### src/rtl/frb_pkg.sv
// Shared types, constants and config decode for the first bright row band finder.
// Used by frb_cfg, frb_core and first_bright_row_band_finder.
`timescale 1ns / 1ps

package frb_pkg;

    localparam int MAX_WIDTH  = 4096;
    localparam int MAX_HEIGHT = 4096;

    localparam int PIX_W   = 8;
    localparam int COL_W   = $clog2(MAX_WIDTH);
    localparam int ROW_W   = $clog2(MAX_HEIGHT);
    localparam int DIM_W   = 13;
    localparam int RUN_W   = 13;
    localparam int CNT_W   = 13;
    localparam int FRAC_W  = 17;
    localparam int Q16_SH  = 16;
    localparam int PROD_W  = FRAC_W + DIM_W;
    localparam int IDX_W   = 3;
    localparam int DATA_W  = 17;

    localparam logic [FRAC_W-1:0] Q16_ONE = FRAC_W'(65536);

    typedef enum logic [IDX_W-1:0] {
        CFG_THRESHOLD    = 3'd0,
        CFG_RUN_LENGTH   = 3'd1,
        CFG_FRACTION     = 3'd2,
        CFG_FRAME_WIDTH  = 3'd3,
        CFG_FRAME_HEIGHT = 3'd4
    } cfg_idx_t;

    typedef enum logic [2:0] {
        PH_SEARCH  = 3'b001,
        PH_CONFIRM = 3'b010,
        PH_FOUND   = 3'b100
    } phase_t;

    // Settings as the datapath sees them: clamped, decoded, product precomputed.
    typedef struct packed {
        logic [PIX_W-1:0]  threshold;
        logic [RUN_W-1:0]  need;
        logic              frac_ok;
        logic [COL_W-1:0]  width_m1;
        logic [ROW_W-1:0]  height_m1;
        logic [PROD_W-1:0] frac_prod;
    } cfg_t;

    // Per-beat status from the row/band tracker.
    typedef struct packed {
        logic             end_frame;
        logic             found;
        logic [ROW_W-1:0] anchor;
    } res_t;

    function automatic logic [DIM_W-1:0] clamp_dim(input logic [DIM_W-1:0] v,
                                                   input logic [DIM_W-1:0] maxv);
        logic [DIM_W-1:0] r;
        if (v == '0) begin
            r = DIM_W'(1);
        end else if (v > maxv) begin
            r = maxv;
        end else begin
            r = v;
        end
        return r;
    endfunction

endpackage

### src/rtl/frb_cfg.sv
// Configuration register file and registered decode (clamp, fraction * width).
// Depends on frb_pkg.
`timescale 1ns / 1ps

module frb_cfg (
    input  logic                          aclk,
    input  logic                          aresetn,
    input  logic                          cfg_valid,
    input  logic [frb_pkg::IDX_W-1:0]     cfg_index,
    input  logic [frb_pkg::DATA_W-1:0]    cfg_data,
    output frb_pkg::cfg_t                 cfg
);

    logic [frb_pkg::PIX_W-1:0]  threshold_reg;
    logic [frb_pkg::RUN_W-1:0]  run_length_reg;
    logic [frb_pkg::FRAC_W-1:0] fraction_reg;
    logic [frb_pkg::DIM_W-1:0]  width_reg;
    logic [frb_pkg::DIM_W-1:0]  height_reg;

    logic [frb_pkg::DIM_W-1:0]  width_cl;
    logic [frb_pkg::DIM_W-1:0]  height_cl;
    frb_pkg::cfg_t              cfg_next;
    frb_pkg::cfg_t              cfg_reg;

    always_ff @(posedge aclk) begin
        if (!aresetn) begin
            threshold_reg  <= frb_pkg::PIX_W'(128);
            run_length_reg <= frb_pkg::RUN_W'(1);
            fraction_reg   <= frb_pkg::Q16_ONE;
            width_reg      <= frb_pkg::DIM_W'(640);
            height_reg     <= frb_pkg::DIM_W'(480);
        end else if (cfg_valid) begin
            unique case (cfg_index)
                frb_pkg::CFG_THRESHOLD:    threshold_reg  <= cfg_data[frb_pkg::PIX_W-1:0];
                frb_pkg::CFG_RUN_LENGTH:   run_length_reg <= cfg_data[frb_pkg::RUN_W-1:0];
                frb_pkg::CFG_FRACTION:     fraction_reg   <= cfg_data[frb_pkg::FRAC_W-1:0];
                frb_pkg::CFG_FRAME_WIDTH:  width_reg      <= cfg_data[frb_pkg::DIM_W-1:0];
                frb_pkg::CFG_FRAME_HEIGHT: height_reg     <= cfg_data[frb_pkg::DIM_W-1:0];
                default: ;
            endcase
        end
    end

    always_comb begin
        width_cl  = frb_pkg::clamp_dim(width_reg, frb_pkg::DIM_W'(frb_pkg::MAX_WIDTH));
        height_cl = frb_pkg::clamp_dim(height_reg, frb_pkg::DIM_W'(frb_pkg::MAX_HEIGHT));

        cfg_next.threshold = threshold_reg;
        cfg_next.need      = (run_length_reg == '0) ? frb_pkg::RUN_W'(1) : run_length_reg;
        cfg_next.frac_ok   = (fraction_reg != '0) && (fraction_reg <= frb_pkg::Q16_ONE);
        cfg_next.width_m1  = frb_pkg::COL_W'(width_cl - frb_pkg::DIM_W'(1));
        cfg_next.height_m1 = frb_pkg::ROW_W'(height_cl - frb_pkg::DIM_W'(1));
        cfg_next.frac_prod = frb_pkg::PROD_W'(fraction_reg) * frb_pkg::PROD_W'(width_cl);
    end

    // Decode is registered. User must make writes land only while idle; unenforced.
    always_ff @(posedge aclk) begin
        cfg_reg <= cfg_next;
    end

    assign cfg = cfg_reg;

endmodule

### src/rtl/frb_core.sv
// Row and band tracker: pixel compare, row counters and search state machine.
// Depends on frb_pkg.
`timescale 1ns / 1ps

module frb_core (
    input  logic                      aclk,
    input  logic                      aresetn,
    input  logic                      step,
    input  logic [frb_pkg::PIX_W-1:0] pixel,
    input  frb_pkg::cfg_t             cfg,
    output frb_pkg::res_t             res
);

    logic [frb_pkg::COL_W-1:0]  col_reg;
    logic [frb_pkg::ROW_W-1:0]  row_reg;
    logic                       all_reg;
    logic [frb_pkg::CNT_W-1:0]  cnt_reg;
    frb_pkg::phase_t            phase_reg;
    logic [frb_pkg::RUN_W-1:0]  conf_reg;
    logic [frb_pkg::ROW_W-1:0]  band_reg;

    frb_pkg::phase_t            phase_next;
    logic [frb_pkg::RUN_W-1:0]  conf_next;
    logic [frb_pkg::ROW_W-1:0]  band_next;

    logic                       bright;
    logic                       all_now;
    logic [frb_pkg::CNT_W-1:0]  cnt_now;
    logic                       end_row;
    logic                       end_frame;
    logic                       frac_pass;
    logic [frb_pkg::RUN_W:0]    conf_sum;
    logic                       conf_done;

    always_comb begin
        bright    = (pixel >= cfg.threshold);
        all_now   = all_reg & bright;
        cnt_now   = (bright && (cnt_reg != '1)) ? cnt_reg + frb_pkg::CNT_W'(1) : cnt_reg;
        end_row   = (col_reg >= cfg.width_m1);
        end_frame = end_row && (row_reg >= cfg.height_m1);
        // count * 65536 >= fraction * width
        frac_pass = (frb_pkg::PROD_W'({cnt_now, frb_pkg::Q16_SH'(0)}) >= cfg.frac_prod);
        conf_sum  = {1'b0, conf_reg} + (frb_pkg::RUN_W + 1)'(1);
        conf_done = (conf_sum >= {1'b0, cfg.need});
    end

    // Band decision at the close of a row.
    always_comb begin
        phase_next = phase_reg;
        conf_next  = conf_reg;
        band_next  = band_reg;
        unique case (phase_reg)
            frb_pkg::PH_SEARCH: begin
                if (all_now && cfg.frac_ok) begin
                    band_next  = row_reg;
                    conf_next  = frb_pkg::RUN_W'(1);
                    phase_next = (cfg.need == frb_pkg::RUN_W'(1)) ? frb_pkg::PH_FOUND
                                                                   : frb_pkg::PH_CONFIRM;
                end
            end
            frb_pkg::PH_CONFIRM: begin
                if (frac_pass) begin
                    conf_next = conf_sum[frb_pkg::RUN_W-1:0];
                    if (conf_done) begin
                        phase_next = frb_pkg::PH_FOUND;
                    end
                end else begin
                    phase_next = frb_pkg::PH_SEARCH;
                    conf_next  = '0;
                    band_next  = '0;
                end
            end
            frb_pkg::PH_FOUND: ;
            default: begin
                phase_next = frb_pkg::PH_SEARCH;
            end
        endcase
    end

    always_ff @(posedge aclk) begin
        if (!aresetn) begin
            col_reg   <= '0;
            row_reg   <= '0;
            all_reg   <= 1'b1;
            cnt_reg   <= '0;
            phase_reg <= frb_pkg::PH_SEARCH;
            conf_reg  <= '0;
            band_reg  <= '0;
        end else if (step) begin
            if (end_frame) begin
                // Result goes out this beat; clear for the next frame.
                col_reg   <= '0;
                row_reg   <= '0;
                all_reg   <= 1'b1;
                cnt_reg   <= '0;
                phase_reg <= frb_pkg::PH_SEARCH;
                conf_reg  <= '0;
                band_reg  <= '0;
            end else if (end_row) begin
                col_reg   <= '0;
                row_reg   <= row_reg + frb_pkg::ROW_W'(1);
                all_reg   <= 1'b1;
                cnt_reg   <= '0;
                phase_reg <= phase_next;
                conf_reg  <= conf_next;
                band_reg  <= band_next;
            end else begin
                col_reg <= col_reg + frb_pkg::COL_W'(1);
                all_reg <= all_now;
                cnt_reg <= cnt_now;
            end
        end
    end

    always_comb begin
        res.end_frame = end_frame;
        res.found     = (phase_next == frb_pkg::PH_FOUND);
        res.anchor    = res.found ? band_next : '0;
    end

endmodule

### src/rtl/first_bright_row_band_finder.sv
// First bright row band finder: one pixel per clock, one result per frame.
// The frame's last pixel beat passes the input register; its result is held in the output register.
// Throughput: one pixel beat per cycle; the input register only waits when a
// frame result is blocked in the output register by m_ready low.
// Reset: aresetn synchronous, active low; config registers return to defaults, frame state clears.
// Config decode (clamp, fraction * width product) is registered behind the config registers.
`timescale 1ns / 1ps

module first_bright_row_band_finder (
    input  logic                       aclk,
    input  logic                       aresetn,
    input  logic                       s_valid,
    output logic                       s_ready,
    input  logic [frb_pkg::PIX_W-1:0]  s_pixel,
    output logic                       m_valid,
    input  logic                       m_ready,
    output logic                       m_found,
    output logic [frb_pkg::ROW_W-1:0]  m_anchor_row,
    input  logic                       cfg_valid,
    output logic                       cfg_ready,
    input  logic [frb_pkg::IDX_W-1:0]  cfg_index,
    input  logic [frb_pkg::DATA_W-1:0] cfg_data
);

    frb_pkg::cfg_t              cfg;
    frb_pkg::res_t              res;

    logic                       in_valid_reg;
    logic [frb_pkg::PIX_W-1:0]  pix_reg;
    logic                       out_valid_reg;
    logic                       found_reg;
    logic [frb_pkg::ROW_W-1:0]  anchor_reg;
    logic                       step;

    assign cfg_ready = 1'b1;

    frb_cfg u_cfg (
        .aclk      (aclk),
        .aresetn   (aresetn),
        .cfg_valid (cfg_valid),
        .cfg_index (cfg_index),
        .cfg_data  (cfg_data),
        .cfg       (cfg)
    );

    frb_core u_core (
        .aclk    (aclk),
        .aresetn (aresetn),
        .step    (step),
        .pixel   (pix_reg),
        .cfg     (cfg),
        .res     (res)
    );

    // Advance unless this beat ends a frame and the result slot is still full.
    assign step    = in_valid_reg && (!res.end_frame || !out_valid_reg || m_ready);
    assign s_ready = !in_valid_reg || step;

    always_ff @(posedge aclk) begin
        if (!aresetn) begin
            in_valid_reg <= 1'b0;
        end else if (s_valid && s_ready) begin
            in_valid_reg <= 1'b1;
        end else if (step) begin
            in_valid_reg <= 1'b0;
        end
    end

    always_ff @(posedge aclk) begin
        if (s_valid && s_ready) begin
            pix_reg <= s_pixel;
        end
    end

    always_ff @(posedge aclk) begin
        if (!aresetn) begin
            out_valid_reg <= 1'b0;
        end else if (step && res.end_frame) begin
            out_valid_reg <= 1'b1;
        end else if (m_ready) begin
            out_valid_reg <= 1'b0;
        end
    end

    always_ff @(posedge aclk) begin
        if (step && res.end_frame) begin
            found_reg  <= res.found;
            anchor_reg <= res.anchor;
        end
    end

    assign m_valid      = out_valid_reg;
    assign m_found      = found_reg;
    assign m_anchor_row = anchor_reg;

`ifndef SYNTH
    // A held input beat keeps its pixel.
    a_in_hold: assert property (@(posedge aclk) disable iff (!aresetn)
        (in_valid_reg && !step) |=> (in_valid_reg && $stable(pix_reg)))
        else $error("input beat dropped or changed while stalled");

    // Input side only backs up behind a blocked frame result.
    a_stall_cause: assert property (@(posedge aclk) disable iff (!aresetn)
        !s_ready |-> (in_valid_reg && res.end_frame && out_valid_reg && !m_ready))
        else $error("input stalled without a blocked result");

    // A not-found result carries row zero.
    a_anchor_zero: assert property (@(posedge aclk) disable iff (!aresetn)
        (m_valid && !m_found) |-> (m_anchor_row == '0))
        else $error("anchor row nonzero on not-found result");

    // A pending result is not overwritten.
    a_no_overrun: assert property (@(posedge aclk) disable iff (!aresetn)
        (out_valid_reg && !m_ready) |-> !(step && res.end_frame))
        else $error("frame result overwrote pending result");
`endif

endmodule

### config.mk
export PLATFORM = sky130hd
export DESIGN_NAME = first_bright_row_band_finder
export DESIGN_NICKNAME = d
export VERILOG_FILES = /design/src/rtl/frb_pkg.sv /design/src/rtl/frb_cfg.sv /design/src/rtl/frb_core.sv /design/src/rtl/first_bright_row_band_finder.sv
export SDC_FILE = /design/constraint.sdc
export NUM_CORES = 1
export LEC_CHECK = 0
export BUFFER_PORTS_ARGS = -buffer_cell sky130_fd_sc_hd__buf_2
export CAP_MARGIN = 30
export CORE_UTILIZATION = 45
export DETAILED_ROUTE_END_ITERATION = 8
export GPL_TIMING_DRIVEN = 0
export PLACE_DENSITY = 0.69
export SYNTH_ARGS = -nofsm -noshare
export SYNTH_HDL_FRONTEND = slang
export SYNTH_SLANG_ARGS = --single-unit
### constraint.sdc
create_clock -name aclk -period 12.2 [get_ports aclk]
set_input_delay 0.61 -clock aclk [delete_from_list [all_inputs] [get_ports aclk]]
set_output_delay 0.61 -clock aclk [all_outputs]
set_load 0.02 [all_outputs]
==> flow_metrics.tcl <==
set metrics [dict create \
    grt_pass1_vias 13340 \
    grt_max_degree 15 \
    syn_nets 2288 \
    via_per_inst 5.240 \
    worstMarginPinSlew_ns 0.9606 \
    worstSkewPairLatency_ns 0.55 \
    cts_resized 0 \
    synth_top_area_share_pct 24.30 \
    grt_remaining_overflow 0 \
    worstPathArrival_ns 7.54 \
    critPathCaptureType "flip-flop" \
    synth_cells 1951 \
    slew_violations 0 \
    rsz0062_at_grt "false" \
    async_reset_ff_share_pct 0 \
    drc 0 \
    die_height_um 197.1 \
    crit_required_ns 12.67 \
    dieArea_um2 38860 \
    yosys_warnings 0 \
    cts_buffer_depth 3 \
    syn_area_um2 17130 \
    synth_top_cell_by_area "dfxtp_1" \
    hp-class "in2reg" \
    power.total_w 0.001807 \
    outcome "completed" \
    mostFrequentLayoutCell "nand2_1" \
    path_clk_slew_ns 0.06 \
    rows 71 \
    holdWs_ns 0.2508 \
    final_cell_mix "nand2_1, inv_1, dfxtp_1" \
    cp_max_fo 10 \
    ctsHoldBuffers 0 \
    relSlewSlack_pct 35.96 \
    post_cts_buffers 0 \
    ys_ff_latch 229 \
    drt_iter0_drc 965 \
    die_x_um 197.1 \
    avgSynthCellArea_um2 8.782 \
    power_density_nw_per_um2 95.26 \
    diodes 0 \
    ff_latch_area_um2 4795 \
    grt_pass1_wl_um 69030 \
    io_buffer_count 46 \
    via_count 13390 \
    multiInputGateArea_um2 10890 \
    p_leak_nw 8.874 \
    peakVddDrop_mv 0.1033 \
    seq_area_frac_synth_pct 27.98 \
    drive_gt1_share_pct 6.164 \
    synth_cell_types 76 \
    path_class "reg2reg" \
    dp.final_hpwl_um 32830 \
    core-area_um2 37580 \
    area_delta_synth_final_pct 10.69 \
    timing.max_cap.violations 0 \
    fmax_ghz 0.1415 \
    hold_violations 0 \
    antenna_found_initial 2 \
    drt_first_pass_iters 5 \
    cts_sinks 229 \
    synth_edf_count 21 \
    cts_max_level 1 \
    wl_um 41720 \
    fill_cells 3512 \
    cts_buffers 25 \
    worst_setup_path_start_kind "flip-flop" \
    cts_root_buf "clkbuf_16" \
    min_period_over_period_pct 57.93 \
    postLayoutCoreUtil_pct 50.47 \
    wire_per_inst_um 16.33 \
    layout.nets 2363 \
    io_pins 49 \
    start_util_pct 45.60 \
    cts_tree "built" \
    grt.total_usage_pct 22.22 \
    gp_congestion 0.9051 \
    ant_nets 0 \
    finClkSkew_ns 0.03103 \
    setup_viol 0 \
    period_needed_ns 7.068 \
    ys.flop_type "dfxtp_1" \
    ys_top_cells_by_area "dfxtp_1, fa_1, ha_1" \
    tns_ns 0 \
    largest_reg_flops 76 \
]
[routing by layer]
metal,vias up,part of all wire [%],track usage (%)
met4,2,3.6,7.867
li1,6444,-,-
met5,-,0.031,0
met3,96,5.6,2.937
met1,6453,45,30.47
met2,392,46,35.98
[final timing paths]
check	from	to	slack, ns	cells past startpoint
max reg2reg	u_cfg.width_reg[12]	u_cfg.cfg[26]	5.13	23
min	s_pixel[0]	pix_reg[0]	0.25	1
min reg2reg	u_cfg.threshold_reg[6]	u_cfg.cfg[74]	0.35	0
max	u_cfg.width_reg[12]	u_cfg.cfg[26]	5.13	23
[metrics by stage]
step | cells | setup slack [ns] | cell area [um2]
2_1_floorplan | 1951 | 6.231 | 17130
3_3_place_gp | 2508 | 5.301 | 18000
3_5_place_dp | 2509 | 5.216 | 18010
4_1_cts | 2554 | 5.214 | 18960
5_1_grt | 2555 | 4.636 | 18970
6_report | 2555 | 5.132 | 18970
[power by group]
group,internal (W),leakage [nW],switching (W)
sequential,0.000779,1.91,0.0000112
combinational,0.0000599,6.50,0.000109
clock,0.000528,0.469,0.000320
[area by class of cell]
| cell class | instances | share of cell area, % |
|---|---|---|
| Inverter | 276 | 5.462 |
| Buffer | 102 | 2.197 |
| Tap cell | 511 | 3.371 |
| Clock buffer | 34 | 4.024 |
| Timing Repair Buffer | 48 | 1.293 |
| Sequential cell | 229 | 25.28 |
| Clock inverter | 11 | 0.9698 |
| Multi-Input combinational cell | 1344 | 57.40 |
[synthesized netlist by cell type, types with 3 or more instances]
master    number
nand2_1      286
inv_1        275
dfxtp_1      208
fa_1         165
ha_1         139
a21oi_1      129
and2_1       129
clkbuf_1      88
nor2_1        68
xnor2_1       45
nand3_1       36
o21ai_0       35
a21o_1        34
xor2_1        31
edfxtp_1      21
nor3_1        21
nor4_1        20
and3_1        19
nand4_1       18
nor2b_1       16
a22o_1        13
a22oi_1       13
or3_1         12
nand2b_1       9
nand3b_1       8
a31oi_1        7
o31ai_1        7
buf_2          6
or2_2          6
o21ai_1        5
o21bai_1       5
a32o_1         4
buf_1          4
nor3b_1        4
o211a_1        4
o211ai_1       4
or4_1          4
a211oi_1       3
a31o_2         3
o21a_1         3
[critical path, stage by stage, from the launching register on]
cell       delay [ns]
dfxtp_1          0.35
clkbuf_1         0.22
nor2b_1          0.23
clkbuf_1         0.48
buf_1            0.57
nand2_1          0.18
fa_1             0.56
fa_1             0.52
inv_1            0.05
fa_1             0.48
fa_1             0.55
inv_1            0.05
fa_1             0.58
inv_1            0.06
ha_1             0.35
and3_1           0.22
and2_1           0.17
nand2_1          0.08
a2bb2oi_1        0.15
o21ai_0          0.18
a221oi_1         0.53
o21bai_1         0.11
a21oi_1          0.19
xnor2_1          0.13
[cells by family after synthesis]
logic type / synth area share [%]
DFF: 27.98
adders and majority gates: 29.43
and+or+nand+nor: 19.50
xor gates and xnor gates: 3.885
AOI/OAI and AO/OA: 10.55
buffers and inverters: 8.478
other: 0.02189
muxes: 0.1460
(Power assumes the default switching activity.)
